==> src/galois_automorphism_permute_top_defines.svh <==
// ----------------------------------------------------------------------------
// Galois automorphism permute - assertion macros
// Shared concurrent assertion forms, clocked on clk and disabled in reset.
// ----------------------------------------------------------------------------
`ifndef GALOIS_AUTOMORPHISM_PERMUTE_TOP_DEFINES_SVH
`define GALOIS_AUTOMORPHISM_PERMUTE_TOP_DEFINES_SVH

// Same-cycle implication.
`define GAP_ASSERT_IMPL(label, ante, cons) \
    label: assert property (@(posedge clk) disable iff (!rst_n) (ante) |-> (cons)) \
        else $error("gap assertion failed");

// Next-cycle implication.
`define GAP_ASSERT_NEXT(label, ante, cons) \
    label: assert property (@(posedge clk) disable iff (!rst_n) (ante) |=> (cons)) \
        else $error("gap assertion failed");

`endif

==> src/gap_pkg.sv <==
// ----------------------------------------------------------------------------
// Galois automorphism permute - package
// Sizes, register codes and shared types of the permute block.
// ----------------------------------------------------------------------------
`default_nettype none

package gap_pkg;

    localparam int LOG_N_MAX       = 12;
    localparam int COEFF_WIDTH     = 61;
    localparam int POS_WIDTH       = LOG_N_MAX;
    localparam int STORE_DEPTH     = 1 << LOG_N_MAX;
    localparam int LOGN_WIDTH      = 4;
    localparam int EFF_WIDTH       = $clog2(LOG_N_MAX + 1);
    localparam int G_WIDTH         = 13;
    localparam int OPND_WIDTH      = POS_WIDTH + 1;
    localparam int PROD_WIDTH      = OPND_WIDTH + G_WIDTH;
    localparam int CFG_INDEX_WIDTH = 8;
    localparam int CFG_DATA_WIDTH  = 64;
    localparam int FIFO_DEPTH      = 8;
    localparam int FIFO_PTR_WIDTH  = $clog2(FIFO_DEPTH);
    localparam int FIFO_CNT_WIDTH  = $clog2(FIFO_DEPTH + 1);

    typedef enum logic [CFG_INDEX_WIDTH-1:0] {
        CFG_LOG_N    = CFG_INDEX_WIDTH'(0),
        CFG_GALOIS   = CFG_INDEX_WIDTH'(1),
        CFG_MODULUS  = CFG_INDEX_WIDTH'(2),
        CFG_NTT_MODE = CFG_INDEX_WIDTH'(3)
    } cfg_reg_t;

    typedef enum logic {
        KIND_WRITE = 1'b0,
        KIND_READ  = 1'b1
    } kind_t;

    typedef struct packed {
        logic [LOGN_WIDTH-1:0]  log_n;
        logic [G_WIDTH-1:0]     galois_element;
        logic [COEFF_WIDTH-1:0] modulus;
        logic                   ntt_mode;
    } gap_cfg_t;

    typedef struct packed {
        logic                   valid;
        logic                   wr;
        logic [POS_WIDTH-1:0]   addr;
        logic [COEFF_WIDTH-1:0] wdata;
    } gap_access_t;

endpackage

`default_nettype wire

==> src/gap_out_fifo.sv <==
// ----------------------------------------------------------------------------
// Galois automorphism permute - result queue
// Small register FIFO that decouples store reads from the result channel.
// ----------------------------------------------------------------------------
`default_nettype none

module gap_out_fifo (
    input  wire logic                               clk,
    input  wire logic                               rst_n,
    input  wire logic                               push,
    input  wire logic [gap_pkg::COEFF_WIDTH-1:0]    push_data,
    input  wire logic                               pop,
    output logic                                    valid,
    output logic [gap_pkg::COEFF_WIDTH-1:0]         data,
    output logic [gap_pkg::FIFO_CNT_WIDTH-1:0]      count
);

    logic [gap_pkg::COEFF_WIDTH-1:0]    slot_reg [gap_pkg::FIFO_DEPTH];
    logic [gap_pkg::FIFO_PTR_WIDTH-1:0] wr_ptr_reg;
    logic [gap_pkg::FIFO_PTR_WIDTH-1:0] rd_ptr_reg;
    logic [gap_pkg::FIFO_CNT_WIDTH-1:0] count_reg;
    logic [gap_pkg::FIFO_CNT_WIDTH-1:0] count_next;

    always_comb
    begin
        count_next = count_reg;
        if (push && !pop)
        begin
            count_next = count_reg + 1'b1;
        end
        else if (pop && !push)
        begin
            count_next = count_reg - 1'b1;
        end
    end

    always_ff @(posedge clk or negedge rst_n)
    begin
        if (!rst_n)
        begin
            wr_ptr_reg <= '0;
            rd_ptr_reg <= '0;
            count_reg  <= '0;
        end
        else
        begin
            if (push)
            begin
                wr_ptr_reg <= wr_ptr_reg + 1'b1;
            end
            if (pop)
            begin
                rd_ptr_reg <= rd_ptr_reg + 1'b1;
            end
            count_reg <= count_next;
        end
    end

    always_ff @(posedge clk)
    begin
        if (push)
        begin
            slot_reg[wr_ptr_reg] <= push_data;
        end
    end

    assign valid = (count_reg != '0);
    assign data  = slot_reg[rd_ptr_reg];
    assign count = count_reg;

endmodule

`default_nettype wire

==> config.mk <==
export PLATFORM = sky130hd
export DESIGN_NAME = gap_out_fifo
export DESIGN_NICKNAME = d
export VERILOG_FILES = /design/src/galois_automorphism_permute_top_defines.svh /design/src/gap_pkg.sv /design/src/gap_out_fifo.sv
export SDC_FILE = /design/constraint.sdc
export NUM_CORES = 1
export LEC_CHECK = 0
export BUFFER_PORTS_ARGS = -buffer_cell sky130_fd_sc_hd__buf_4
export CORE_MARGIN = 2
export CORE_UTILIZATION = 50
export DETAILED_ROUTE_END_ITERATION = 8
export HOLD_SLACK_MARGIN = 0.03
export PLACE_DENSITY = 0.72
export SYNTH_ARGS = -nofsm -noshare
export SYNTH_HDL_FRONTEND = slang
export SYNTH_SLANG_ARGS = --single-unit
==> constraint.sdc <==
create_clock -name clk -period 5.9 [get_ports clk]
set_input_delay 1.18 -clock clk [delete_from_list [all_inputs] [get_ports clk]]
set_output_delay 1.18 -clock clk [all_outputs]
set_load 0.01 [all_outputs]
==> summary.md <==
* **floorplan row count** 71
* **Synth-to-Final Area Change** 17.7%
* **Total Die Area** 0.0394 mm^2
* **# fillers** 2609
* **global-route usage over all layers** 0.188
* **cell type group with the largest total delay on the critical path** multiplexers
* **leading area contributor after synthesis** sky130_fd_sc_hd__edfxtp_1
* **post-placement cell count** 1389
* **antenna violations before repair** 0
* **Synth async-reset ratio** 0.0201
* **Routed wire per std cell** 24.1 um
* **clock period minus worst slack** 4.27 ns
* **number of sinks on the clock net** 498
* **number of antenna cells inserted** 0
* **Port Buffer Count** 130
* **CP max-delay cell** sky130_fd_sc_hd__dfrtp_4
* **Mapped Area** 0.0189 mm^2
* **category of the most critical setup path** flop to output port
* **CP required** 4.72 ns
* **source-to-sink clock delay at the later pin of the worst-skew pair** 0.58 ns
* **number of nets in the layout** 1001
* **Post-CTS Repair Setup Buffers** 0
* **CP dominant cell by count** sky130_fd_sc_hd__buf_4
* **Worst R2R End** slot_reg[6][34]
* **VDD IR-drop max** 0.318 mV
* **Clock Root Buffer** sky130_fd_sc_hd__clkbuf_16
* **sequential-to-total area share from yosys stat** 0.789
* **startpoint of the lowest-slack register-to-register path** wr_ptr_reg[0]
* **final setup violation count** 0
* **clock-pin transition on the worst setup and hold timing paths** 0.06 ns
* **setup repair after global routing missed its margin** false
* **type of element capturing the critical path** output port
* **buffer levels on the longest clock path** 3
* **Post-CTS Resized** 0
* **most used flip-flop cell after synthesis** sky130_fd_sc_hd__edfxtp_1
* **timing-limited maximum frequency** 0.234 GHz
* **post-detail-place hpwl** 19600 um
* **total gr overflow** 0
* **synthesized netlist cell count** 765
* **first-pass GRT wire length** 53800 um
* **path category of the worst min-delay check** input port to async pin
* **power density relative to cell area** 503 mW/mm^2
* **arrival time worst endpoint** 3.09 ns
* **P_leak** 7.25 nW
* **top cells by area, synth** sky130_fd_sc_hd__edfxtp_1 (78%), sky130_fd_sc_hd__mux4_2 (15%), sky130_fd_sc_hd__mux2_2 (3.8%)
* **length of the first detailed-routing pass in iterations** 5
* **synthesized netlist net count** 836
* **largest net degree at the start of global routing** 72
* **Core Region** 0.0374 mm^2
* **critical path startpoint category** flop
* **wire length after detailed routing** 35800 um
* **overall power of the completed layout** 11.2 mW
* **height of the chip** 198 um
* **TritonCTS clock tree** built
* **number of nets with antenna violations after routing** 0
* **post-route clock period utilization** 0.723
* **run status** finished, final reports clean
* **Worst Path Buf+Inv** 2
* **Iter 0 DRT Violations** 449
* **width of the die** 198 um
* **H-Tree Depth** 2
* **highest net fanout along the worst path** 32
* **top-area cell type share of the netlist area** 0.776
* **setup TNS after final layout** 0 ns
* **number of buffers created by CTS** 50
* **number of standard cells in the layout, taps in and fillers out** 1483
* **number of buffers added to fix hold violations after cts** 0
* **vias in the first global route** 8794
* **number of warnings issued by yosys** 0
* **Largest stage delay, worst path** 0.83 ns
* **number of enable-type register cells in the synthesized netlist** 488
* **cell chain of the critical path** buf_4, mux4_2, mux2_2, buf_4
* **IO Pins** 131
* **Tightest Pin Transition** 1.11 ns
* **worst setup skew after layout** 0.0245 ns
* **final routed DRC violation total** 0
* **FF-to-FF setup slack** 3.44 ns
* **Post-Syn Area per Cell** 24.7 um^2
* **Initial Util** 0.505
* **weighted congestion reported at the end of routability-driven placement** 0.691
* **Final Worst Setup Slack** 1.63 ns
* **flip-flop count of the largest register, all copies and words added** 488
* **Max-cap violations** 0
* **cell count of the worst reg-to-reg path** 3
* **share of post-route cells with drive strength above 1** 0.431
* **flops & latches, synth** 498
* **number of hold violations in the final report** 0
* **pre-CTS setup slack** 2.16 ns
* **worst rel slew slack** 0.256
* **Max Transition Viols Final** 0
* **mean number of vias per cell** 5.56
* **total number of vias** 8240
* **number of distinct library cells after synthesis** 26
## per-stage QoR
step	utilization	hold slack, ns	instance area, um^2
final	0.595	0.411	22200
after global routing	0.595	0.397	22200
after detailed placement	0.550	0.534	20600
after CTS	0.595	0.384	22200
after global placement	0.550	0.530	20600
after floorplan	-	0.521	18900
## cell type report
| cell class | instances | area, um^2 | area share |
|---|---|---|---|
| tap | 511 | 639 | 0.0287 |
| clock buffer | 60 | 1350 | 0.0608 |
| inverter | 2 | 7.51 | 0.000338 |
| timing repair buffer | 149 | 1180 | 0.0531 |
| multi-input combinational | 229 | 3840 | 0.173 |
| sequential | 498 | 14900 | 0.671 |
| clock inverter | 34 | 303 | 0.0136 |
## worst register-to-register path: stages, from the launching register on
cell and delay [ns]:
sky130_fd_sc_hd__dfrtp_1 0.50, sky130_fd_sc_hd__nand2b_1 0.29, sky130_fd_sc_hd__nor2_4 0.84, sky130_fd_sc_hd__buf_4 0.46
## worst max path at each step
stage,from,to,depth (start not counted)
floorplan,push,slot_reg[1][0],2
global placement,rd_ptr_reg[0],data[25],4
detailed placement,rd_ptr_reg[0],data[13],4
CTS,rd_ptr_reg[0],data[56],4
global route,rd_ptr_reg[0],data[13],4
finish,rd_ptr_reg[0],data[56],4
## synth_stat cells (2+ instances only)
library cell,instances
sky130_fd_sc_hd__a21oi_1,2
sky130_fd_sc_hd__buf_1,2
sky130_fd_sc_hd__buf_2,10
sky130_fd_sc_hd__buf_6,8
sky130_fd_sc_hd__clkbuf_1,16
sky130_fd_sc_hd__dfrtp_1,10
sky130_fd_sc_hd__edfxtp_1,488
sky130_fd_sc_hd__ha_1,5
sky130_fd_sc_hd__inv_1,2
sky130_fd_sc_hd__mux2_2,64
sky130_fd_sc_hd__mux4_2,122
sky130_fd_sc_hd__nand2_1,6
sky130_fd_sc_hd__nand2b_1,3
sky130_fd_sc_hd__nand3_1,2
sky130_fd_sc_hd__nor2_1,6
sky130_fd_sc_hd__nor3_1,3
sky130_fd_sc_hd__o211ai_1,2
sky130_fd_sc_hd__or4_1,2
sky130_fd_sc_hd__xnor2_1,4
sky130_fd_sc_hd__xor2_1,2
## layer usage
metal | share of wire | global-route usage | up-vias
met3 | 0.050 | 0.0424 | 59
met1 | 0.40 | 0.240 | 4389
met2 | 0.53 | 0.327 | 181
li1 | - | - | 3611
met4 | 0.022 | 0.0551 | 0
met5 | 0 | 0 | -
## cells by family after synthesis
kind of cell,synth area share
adders and majority gates,0.00437
DFF,0.789
xor gates and xnor gates,0.00278
and+or+nand+nor,0.00623
AOI/OAI and AO/OA,0.00219
buffers and inverters,0.0114
muxes,0.184
## power by group
group | internal, mW | switching (mW)
clock network | 1.86 | 1.28
registers | 4.45 | 0.370
logic | 1.77 | 1.47
total | 8.07 | 3.12
## placed cells by master (no fill, tap or decap), types with 2 or more instances in the layout
master and count:
sky130_fd_sc_hd__nand2b_1 3, sky130_fd_sc_hd__mux2_2 64, sky130_fd_sc_hd__dfrtp_1 7, sky130_fd_sc_hd__or4_1 2
sky130_fd_sc_hd__inv_1 2, sky130_fd_sc_hd__a21oi_1 2, sky130_fd_sc_hd__mux4_2 122, sky130_fd_sc_hd__dfrtp_4 3
sky130_fd_sc_hd__o211ai_1 2, sky130_fd_sc_hd__clkinv_2 10, sky130_fd_sc_hd__ha_1 5, sky130_fd_sc_hd__nand3_1 2
sky130_fd_sc_hd__bufinv_16 5, sky130_fd_sc_hd__clkbuf_16 53, sky130_fd_sc_hd__xor2_1 2, sky130_fd_sc_hd__buf_4 144
sky130_fd_sc_hd__nor3_4 2, sky130_fd_sc_hd__buf_12 5, sky130_fd_sc_hd__edfxtp_1 488, sky130_fd_sc_hd__nor2_4 6
sky130_fd_sc_hd__clkbuf_1 7, sky130_fd_sc_hd__clkinv_1 14, sky130_fd_sc_hd__clkinvlp_4 3, sky130_fd_sc_hd__nand2_1 6
sky130_fd_sc_hd__xnor2_1 4
No activity file was read; power rests on OpenSTA's default activity.
