File: config.mk
export PLATFORM = sky130hd
export DESIGN_NAME = gap_index
export DESIGN_NICKNAME = d
export VERILOG_FILES = /design/src/galois_automorphism_permute_top_defines.svh /design/src/gap_pkg.sv /design/src/gap_index.sv
export SDC_FILE = /design/constraint.sdc
export NUM_CORES = 1
export LEC_CHECK = 0
export BUFFER_PORTS_ARGS = -buffer_cell sky130_fd_sc_hd__buf_2
export CORE_MARGIN = 4
export CORE_UTILIZATION = 57
export CTS_BUF_LIST = sky130_fd_sc_hd__clkbuf_8 sky130_fd_sc_hd__clkbuf_16
export DETAILED_ROUTE_END_ITERATION = 12
export GPL_TIMING_DRIVEN = 0
export PLACE_DENSITY = 0.81
export SLEW_MARGIN = 20
export SYNTH_ARGS = -nofsm -noshare
export SYNTH_HDL_FRONTEND = slang
export SYNTH_SLANG_ARGS = --single-unit
File: constraint.sdc
create_clock -name clk -period 4.7 [get_ports clk]
set_input_delay 0.47 -clock clk [delete_from_list [all_inputs] [get_ports clk]]
set_output_delay 0.47 -clock clk [all_outputs]
set_load 0.02 [all_outputs]
File: src/galois_automorphism_permute_top_defines.svh
// ----------------------------------------------------------------------------
// Galois automorphism permute - assertion macros
// Shared concurrent assertion forms, clocked on clk and disabled in reset.
// ----------------------------------------------------------------------------
`ifndef GALOIS_AUTOMORPHISM_PERMUTE_TOP_DEFINES_SVH
`define GALOIS_AUTOMORPHISM_PERMUTE_TOP_DEFINES_SVH

// Same-cycle implication.
`define GAP_ASSERT_IMPL(label, ante, cons) \
    label: assert property (@(posedge clk) disable iff (!rst_n) (ante) |-> (cons)) \
        else $error("gap assertion failed");

// Next-cycle implication.
`define GAP_ASSERT_NEXT(label, ante, cons) \
    label: assert property (@(posedge clk) disable iff (!rst_n) (ante) |=> (cons)) \
        else $error("gap assertion failed");

`endif

File: src/gap_pkg.sv
// ----------------------------------------------------------------------------
// Galois automorphism permute - package
// Sizes, register codes and shared types of the permute block.
// ----------------------------------------------------------------------------
`default_nettype none

package gap_pkg;

    localparam int LOG_N_MAX       = 12;
    localparam int COEFF_WIDTH     = 61;
    localparam int POS_WIDTH       = LOG_N_MAX;
    localparam int STORE_DEPTH     = 1 << LOG_N_MAX;
    localparam int LOGN_WIDTH      = 4;
    localparam int EFF_WIDTH       = $clog2(LOG_N_MAX + 1);
    localparam int G_WIDTH         = 13;
    localparam int OPND_WIDTH      = POS_WIDTH + 1;
    localparam int PROD_WIDTH      = OPND_WIDTH + G_WIDTH;
    localparam int CFG_INDEX_WIDTH = 8;
    localparam int CFG_DATA_WIDTH  = 64;
    localparam int FIFO_DEPTH      = 8;
    localparam int FIFO_PTR_WIDTH  = $clog2(FIFO_DEPTH);
    localparam int FIFO_CNT_WIDTH  = $clog2(FIFO_DEPTH + 1);

    typedef enum logic [CFG_INDEX_WIDTH-1:0] {
        CFG_LOG_N    = CFG_INDEX_WIDTH'(0),
        CFG_GALOIS   = CFG_INDEX_WIDTH'(1),
        CFG_MODULUS  = CFG_INDEX_WIDTH'(2),
        CFG_NTT_MODE = CFG_INDEX_WIDTH'(3)
    } cfg_reg_t;

    typedef enum logic {
        KIND_WRITE = 1'b0,
        KIND_READ  = 1'b1
    } kind_t;

    typedef struct packed {
        logic [LOGN_WIDTH-1:0]  log_n;
        logic [G_WIDTH-1:0]     galois_element;
        logic [COEFF_WIDTH-1:0] modulus;
        logic                   ntt_mode;
    } gap_cfg_t;

    typedef struct packed {
        logic                   valid;
        logic                   wr;
        logic [POS_WIDTH-1:0]   addr;
        logic [COEFF_WIDTH-1:0] wdata;
    } gap_access_t;

endpackage

`default_nettype wire

File: src/gap_index.sv
// ----------------------------------------------------------------------------
// Galois automorphism permute - index pipeline
// Two register stages: the masked operand (bit-reversed for reads), then its product
// with the Galois element and the negation, which form the store address and write data.
// ----------------------------------------------------------------------------
`default_nettype none

module gap_index (
    input  wire logic                            clk,
    input  wire logic                            rst_n,
    input  wire logic                            accept,
    input  wire logic                            kind,
    input  wire logic [gap_pkg::POS_WIDTH-1:0]   position,
    input  wire logic [gap_pkg::COEFF_WIDTH-1:0] coefficient,
    input  wire gap_pkg::gap_cfg_t               cfg,
    output gap_pkg::gap_access_t                 access
);

    function automatic logic [gap_pkg::POS_WIDTH-1:0] rev_low(
        input logic [gap_pkg::POS_WIDTH-1:0] x,
        input logic [gap_pkg::EFF_WIDTH-1:0] n
    );
        logic [gap_pkg::POS_WIDTH-1:0] r;
        logic [gap_pkg::EFF_WIDTH-1:0] sh;
        for (int i = 0; i < gap_pkg::POS_WIDTH; i++)
        begin
            r[i] = x[gap_pkg::POS_WIDTH-1-i];
        end
        sh = gap_pkg::EFF_WIDTH'(gap_pkg::POS_WIDTH) - n;
        return r >> sh;
    endfunction

    logic [gap_pkg::EFF_WIDTH-1:0]   eff_n;
    logic [gap_pkg::POS_WIDTH-1:0]   nmask;
    logic [gap_pkg::POS_WIDTH-1:0]   pos_m;
    logic [gap_pkg::OPND_WIDTH-1:0]  operand_next;

    logic                            s1_valid_reg;
    logic                            s1_kind_reg;
    logic [gap_pkg::POS_WIDTH-1:0]   s1_pos_reg;
    logic [gap_pkg::COEFF_WIDTH-1:0] s1_coef_reg;
    logic [gap_pkg::OPND_WIDTH-1:0]  s1_operand_reg;

    logic                            s2_valid_reg;
    logic                            s2_kind_reg;
    logic [gap_pkg::POS_WIDTH-1:0]   s2_pos_reg;
    logic [gap_pkg::COEFF_WIDTH-1:0] s2_coef_reg;
    logic [gap_pkg::COEFF_WIDTH-1:0] s2_neg_reg;
    logic [gap_pkg::PROD_WIDTH-1:0]  s2_prod_reg;

    logic [gap_pkg::POS_WIDTH-1:0]   prod_half;
    logic [gap_pkg::POS_WIDTH-1:0]   gather_addr;
    logic [gap_pkg::POS_WIDTH-1:0]   scatter_addr;
    logic                            negate;

    always_comb
    begin
        if (cfg.log_n == '0)
        begin
            eff_n = gap_pkg::EFF_WIDTH'(1);
        end
        else if (int'(cfg.log_n) > gap_pkg::LOG_N_MAX)
        begin
            eff_n = gap_pkg::EFF_WIDTH'(gap_pkg::LOG_N_MAX);
        end
        else
        begin
            eff_n = gap_pkg::EFF_WIDTH'(cfg.log_n);
        end
    end

    assign nmask = {gap_pkg::POS_WIDTH{1'b1}}
                   >> (gap_pkg::EFF_WIDTH'(gap_pkg::POS_WIDTH) - eff_n);
    assign pos_m = position & nmask;
    assign operand_next = (kind == gap_pkg::KIND_READ) ? {rev_low(pos_m, eff_n), 1'b1}
                                                       : {1'b0, pos_m};

    always_ff @(posedge clk or negedge rst_n)
    begin
        if (!rst_n)
        begin
            s1_valid_reg <= 1'b0;
            s2_valid_reg <= 1'b0;
        end
        else
        begin
            s1_valid_reg <= accept;
            s2_valid_reg <= s1_valid_reg;
        end
    end

    always_ff @(posedge clk)
    begin
        s1_kind_reg    <= kind;
        s1_pos_reg     <= pos_m;
        s1_coef_reg    <= coefficient;
        s1_operand_reg <= operand_next;

        s2_kind_reg    <= s1_kind_reg;
        s2_pos_reg     <= s1_pos_reg;
        s2_coef_reg    <= s1_coef_reg;
        s2_neg_reg     <= cfg.modulus - s1_coef_reg;
        s2_prod_reg    <= gap_pkg::PROD_WIDTH'(s1_operand_reg)
                          * gap_pkg::PROD_WIDTH'(cfg.galois_element);
    end

    assign prod_half    = s2_prod_reg[gap_pkg::POS_WIDTH:1] & nmask;
    assign gather_addr  = rev_low(prod_half, eff_n);
    assign scatter_addr = s2_prod_reg[gap_pkg::POS_WIDTH-1:0] & nmask;
    assign negate       = s2_prod_reg[eff_n] && (s2_coef_reg != '0);

    always_comb
    begin
        access.valid = s2_valid_reg;
        access.wr    = (s2_kind_reg == gap_pkg::KIND_WRITE);
        access.wdata = s2_coef_reg;
        unique case ({s2_kind_reg, cfg.ntt_mode})
            {gap_pkg::KIND_WRITE, 1'b0}:
            begin
                access.addr  = scatter_addr;
                access.wdata = negate ? s2_neg_reg : s2_coef_reg;
            end
            {gap_pkg::KIND_WRITE, 1'b1}: access.addr = s2_pos_reg;
            {gap_pkg::KIND_READ, 1'b1}:  access.addr = gather_addr;
            default:                     access.addr = s2_pos_reg;
        endcase
    end

endmodule

`default_nettype wire

==> impl_metrics.py, run 1 <==
metrics = {
    "run_status": {
        "status": "completed",
    },
    "synthesis": {
        "yosys.cell_types.count": 69,
        "synth-simple-area-share_pct": 14.0,
        "synth_area_per_cell_um2": 9.24,
        "synth_top_family_by_area": "adder cells",
        "synth_area_leaders": "dfxtp_1 (34%), ha_1 (9.1%), fa_1 (8.7%), mux2_4 (6.5%), inv_1 (5.1%)",
        "synth_nets": 1812,
        "muxShareOfSynthArea_pct": 8.80,
        "yosys_most_used_dff": "dfxtp_1",
        "synthCells": 1496,
        "yosys.area_share.adder_pct": 17.7,
        "ys_ff_latch": 237,
        "synth.top_cell.area_share_pct": 34.0,
        "seq_area_frac_synth_pct": 34.4,
        "yosys.area.top_type": "dfxtp_1",
        "synth_async_sr_flop_share_pct": 0.844,
        "synth_xor_area_share_pct": 3.74,
        "yosysWarnings": 0,
        "syn_area_um2": 13800,
        "synth-compound-area-share_pct": 14.2,
        "synth-edff-count": 0,
    },
    "clock_tree": {
        "numCtsBuffers": 25,
        "clock_sinks": 237,
        "clk_latency_ps": 540,
        "cts_root_buffer": "clkbuf_16",
        "cts_tree": "yes",
        "htreeDepth": 1,
        "clkTransAtPathRegs_ps": 70,
        "clk_path_buf_depth": 3,
    },
    "worst_setup_path": {
        "required_ps": 5140,
        "path_max_fanout": 4,
        "cp_common_cell": "fa_1",
        "cpMaxStageDelayCell": "fa_1",
        "crit_type": "register to register",
        "cp.buffers_inverters": 2,
        "cp.arrival_ps": 4970,
        "cpPeakStageDelay_ps": 550,
        "r2r_slack_ps": 170,
        "worstSetupEndpointType": "register",
        "path_delay_family": "adder cells",
        "cp-start-kind": "register",
        "path_cells": "and2_1, fa_1, inv_1, fa_1, inv_1, ha_1, ha_1, fa_1, fa_1, a21o_1, a21oi_2, o21bai_2, a21oi_2, o21bai_1, a21oi_1, xnor2_1",
    },
    "sta": {
        "slew_headroom_pct": 28.0,
        "hold_viol": 0,
        "fmax_ghz": 0.221,
        "setup_viol": 0,
        "timing.hold.ws_ps": 22.1,
        "slew_violations": 0,
        "period_minus_slack_ps": 4530,
        "setup_ws_ps": 170,
        "worst-slew-pin-transition_ps": 1070,
        "finClkSkew_ps": 31.4,
        "final.period_utilization_pct": 96.4,
    },
    "route": {
        "avgRoutedWirePerCell_um": 17.9,
        "ant_nets": 0,
        "via_per_inst": 5.57,
        "drc": 0,
        "vias": 11600,
        "drt_iter0_markers": 880,
        "routed_wl_mm": 37.4,
        "dr.pass1.iters": 6,
    },
    "worst_hold_path": {
        "hold_path.class": "input pin to register",
    },
    "die": {
        "start_util_pct": 58.4,
        "ios": 231,
        "die_w_um": 164,
        "die_area_um2": 26800,
        "die-height_um": 164,
        "rows": 56,
        "fp.coreArea_um2": 23700,
    },
    "cells_and_area": {
        "final_area_um2": 16300,
        "area_delta_synth_final_pct": 18.1,
        "drive_gt1_share_pct": 20.7,
        "final_nets": 2062,
    },
    "global_routing": {
        "grt_pass1_vias": 11700,
        "grt_pass1_wl_mm": 59.1,
        "overflow": 0,
        "grt_max_degree": 15,
        "antenna_found_initial": 2,
        "grt_use_total_pct": 27.4,
    },
    "place": {
        "gp_congestion": 0.997,
        "port_buffers": 226,
        "place_area_um2": 15400,
        "dp_hpwl_mm": 29.8,
        "dp_slack_ps": -410,
    },
    "power_and_ir_drop": {
        "p_leak_nw": 7.99,
        "power_density_nw_per_um2": 459,
        "finalPower_mw": 7.49,
        "ir_drop_v": 0.000357,
    },
    "run": {
        "cap_violations": 0,
    },
}
[path summary, 6_finish.rpt]
path / startpoint / depth (start not counted) / endpoint
max in group asynchronous: rst_n / 2 / s1_valid_reg
max reg2reg: s1_operand_reg[2] / 16 / s2_prod_reg[12]
min in group asynchronous: rst_n / 2 / s2_valid_reg
max: s1_operand_reg[2] / 16 / s2_prod_reg[12]
min: coefficient[14] / 1 / s1_coef_reg[14]
min reg2reg: s1_pos_reg[10] / 0 / s2_pos_reg[10]
[cell usage in the layout, fill, tap and decap left out, types with 24 or more instances in the layout]
master     count
fa_1          60
a21oi_1       88
ha_1         100
a21o_1        36
and2_1        59
dfxtp_1      234
clkbuf_1      38
nand2_1      135
inv_1        189
clkbuf_16     25
xor2_1        24
nand3_1       31
nor2_1        75
xnor2_1       35
mux2_4        60
o21ai_0       56
buf_2        229
[report_power, final]
part           internal [mW]  total, mW  switching (mW)  leakage, nW
combinational           1.22       2.81            1.59         5.51
sequential              2.30       2.48           0.181         2.00
clock                   1.39       2.20           0.814        0.475
[stage by stage]
stage | setup TNS [ps] | instances | utilization [%]
CTS | 0 | 2087 | 68.8
detailed placement | -776 | 2041 | 64.8
global route | -3.62 | 2085 | 68.9
finish | 0 | 2085 | 68.9
floorplan | 0 | 1496 | -
global placement | -500 | 2041 | 64.8
[logic make-up after synthesis]
kind of cell | after synthesis
compound gates | 306
xor+xnor | 59
fa+ha+maj | 160
buf+inv | 249
flops | 237
mux | 88
simple gates | 397
[worst reg2reg max path: cells and delay by family (launching register included)]
family / cells / cell delay [ps]
AO/OA/AOI/OAI: 6 / 940
AND/OR/NAND/NOR: 1 / 190
buffers and inverters: 2 / 90
XOR/XNOR: 1 / 140
flip-flops: 1 / 380
adder cells (fa/ha/maj): 6 / 2710
[Yosys cell counts, types with 4 or more instances]
library cell / count
xor2_1: 24
ha_1: 100
xnor2_1: 35
o21ai_0: 56
mux2_2: 8
inv_1: 188
clkbuf_1: 48
a21o_1: 36
o21a_1: 12
nor3_1: 16
and2_1: 59
buf_6: 6
a21oi_1: 90
nor2_1: 75
o22ai_1: 9
nand2b_1: 10
o211ai_1: 11
a211oi_1: 11
mux2i_1: 18
a41oi_1: 4
nand3_1: 31
a2111oi_0: 7
nor2b_1: 9
mux2_4: 60
o2bb2ai_1: 4
a32oi_1: 5
nand2_1: 135
o21bai_1: 17
fa_1: 60
dfxtp_1: 235
nor4_1: 17
and3_1: 15
nand4_1: 14
a31oi_1: 11
[final cells by class]
type | count | area (um^2)
Clock inverter | 16 | 248
Clock buffer | 30 | 694
Multi-Input combinational cell | 1010 | 8090
Inverter | 189 | 709
Sequential cell | 237 | 4760
Fill cell | 1884 | 7360
Buffer | 54 | 259
Tap cell | 319 | 399
Antenna cell | 1 | 2.50
Timing Repair Buffer | 229 | 1160
[timing repair]
item / CTS / global route
hold endpoints to repair: 2 / 2
hold buffers: 1 / 2
endpoints found under the setup margin: 1 / 8
setup buffers: 0 / 0
gates resized for setup: 2 / 10
[metal layers]
metal	global-route usage, %	part of all wire (%)	vias up
met4	8.23	3.3	2
met2	48.6	48	488
met5	0	0.019	-
li1	-	-	5562
met1	34.1	40	5481
met3	4.97	8.4	90
(Power assumes the default switching activity.)
==> inputs of run 2 (changes only) <==
- clock period: 4.7 -> 5.1 ns (I/O delays scaled with it)
==> run 2 against run 1 <==
Net effect:
- die area is the same
- utilization shrank 0.063 points
- first-iteration DRC count grew 4.1%
- hold slack gained 41 ps
- register-to-register slack gained 130 ps
- combinational power shrank 8.5%
- critical endpoint is now access[65]
- largest cell class unchanged
- largest power group unchanged
==> impl_metrics.py, run 2 (same netlist as run 1, synthesis figures left out) <==
metrics = {
    "run_status": {
        "status": "completed",
    },
    "sta": {
        "period_minus_slack_ps": 4900,
        "setup_viol": 0,
        "worst-slew-pin-transition_ps": 1080,
        "hold_viol": 0,
        "fmax_ghz": 0.204,
        "slew_violations": 0,
        "finClkSkew_ps": 31.6,
        "setup_ws_ps": 200,
        "slew_headroom_pct": 27.3,
        "fin_setup_tns_ps": 0,
        "rsz0062_at_grt": "no",
        "final.period_utilization_pct": 96.1,
    },
    "die": {
        "rows": 56,
        "fp.coreArea_um2": 23700,
        "start_util_pct": 58.4,
        "die-height_um": 164,
        "ios": 231,
        "die_w_um": 164,
        "die_area_um2": 26800,
    },
    "worst_hold_path": {
        "hold_path.class": "input pin to register",
    },
    "route": {
        "drc": 0,
        "avgRoutedWirePerCell_um": 17.9,
        "ant_nets": 0,
        "dr.pass1.iters": 8,
        "routed_wl_mm": 37.3,
        "drt_iter0_markers": 916,
        "via_per_inst": 5.56,
        "vias": 11600,
    },
    "clock_tree": {
        "clk_path_buf_depth": 3,
        "numCtsBuffers": 25,
        "clk_latency_ps": 540,
        "clock_sinks": 237,
        "cts_root_buffer": "clkbuf_16",
        "cts_tree": "yes",
        "clkTransAtPathRegs_ps": 60,
        "htreeDepth": 1,
    },
    "worst_setup_path": {
        "path_max_fanout": 11,
        "cp-start-kind": "input pin",
        "crit_type": "input pin to output pin",
        "required_ps": 4590,
        "cp.arrival_ps": 4390,
        "worstSetupEndpointType": "output pin",
    },
    "global_routing": {
        "grt_use_total_pct": 27.4,
        "antenna_found_initial": 2,
        "grt_pass1_vias": 11700,
        "overflow": 0,
        "grt_max_degree": 15,
        "grt_pass1_wl_mm": 59.2,
    },
    "cells_and_area": {
        "final_common_cell": "dfxtp_1",
        "drive_gt1_share_pct": 20.2,
        "final_area_um2": 16300,
        "fin_util_pct": 68.9,
        "area_delta_synth_final_pct": 18.0,
        "final_nets": 2066,
        "final_cell_mix": "dfxtp_1 (235), buf_2 (228), inv_1 (189)",
    },
    "place": {
        "dp_slack_ps": -49.8,
        "place_area_um2": 15400,
        "port_buffers": 226,
        "gp_congestion": 0.997,
        "dp_hpwl_mm": 29.8,
    },
    "power_and_ir_drop": {
        "power_density_nw_per_um2": 421,
        "ir_drop_v": 0.000328,
        "p_leak_nw": 7.97,
    },
    "run": {
        "cap_violations": 0,
    },
}
## run 2: changes by cell type in the layout (fill, tap and decap cells not counted), sizes merged
cell,previous run,this run
buf,239,238
dlygate4sd3,3,1
clkbuf,71,78
## run 2: timing repair
action | CTS | global route
resized for setup | 0 | 0
buffers inserted | 0 | 0
endpoints found under the hold margin | 2 | 0
hold buffers | 1 | 0
## run 2: worst max-delay path, stage by stage
cell,delay [ps]
buf_2,190
nand2_1,120
a21o_1,180
buf_2,180
inv_2,100
clkbuf_1,460
ha_1,300
xnor2_1,270
clkbuf_1,520
nor2_1,100
nand3b_1,220
o21ai_0,340
mux2i_1,130
mux2i_1,220
a22oi_1,100
o31ai_1,230
buf_2,210
## run 2: path summary, 6_finish.rpt
path | startpoint | endpoint | slack [ps] | cells after the start
setup reg to reg | s1_operand_reg[1] | s2_prod_reg[12] | 300 | 15
min in group asynchronous | rst_n | s2_valid_reg | 300 | 2
hold / removal | coefficient[14] | s1_coef_reg[14] | 60 | 1
max in group asynchronous | rst_n | s1_valid_reg | 4710 | 2
hold reg to reg | s1_pos_reg[10] | s2_pos_reg[10] | 330 | 0
setup / recovery | cfg[77] | access[65] | 200 | 17
## run 2: layer usage
layer	part of all wire (%)	GRT usage, %	wire length [um]
met1	40	34.1	14900
met2	49	48.6	18100
met3	8.3	4.97	3090
met4	3.2	8.23	1210
met5	0.019	0	7
## run 2: metrics by stage
step | hold slack (ps) | power [mW] | instances
floorplan | 214 | 4.15 | 1496
global placement | 293 | 4.77 | 2041
detailed placement | 298 | 4.84 | 2041
CTS | 40.8 | 6.90 | 2088
global route | 39.5 | 7.31 | 2089
finish | 62.9 | 6.87 | 2089
## run 2: layout make-up
| cell class | count | area (um^2) |
|---|---|---|
| repair buffers | 227 | 1140 |
| multi-input cells | 1010 | 8080 |
| flip-flops and latches | 237 | 4750 |
| fillers | 1892 | 7380 |
| inverters | 189 | 709 |
| clock inverters | 16 | 248 |
| well taps | 319 | 399 |
| diodes | 1 | 2.50 |
| plain buffers | 60 | 277 |
| clock buffers | 30 | 694 |
## run 2: where the power goes
group	total (mW)	internal [mW]	switching [mW]
sequential	2.27	2.12	0.155
combinational	2.57	1.11	1.46
clock	2.03	1.28	0.752
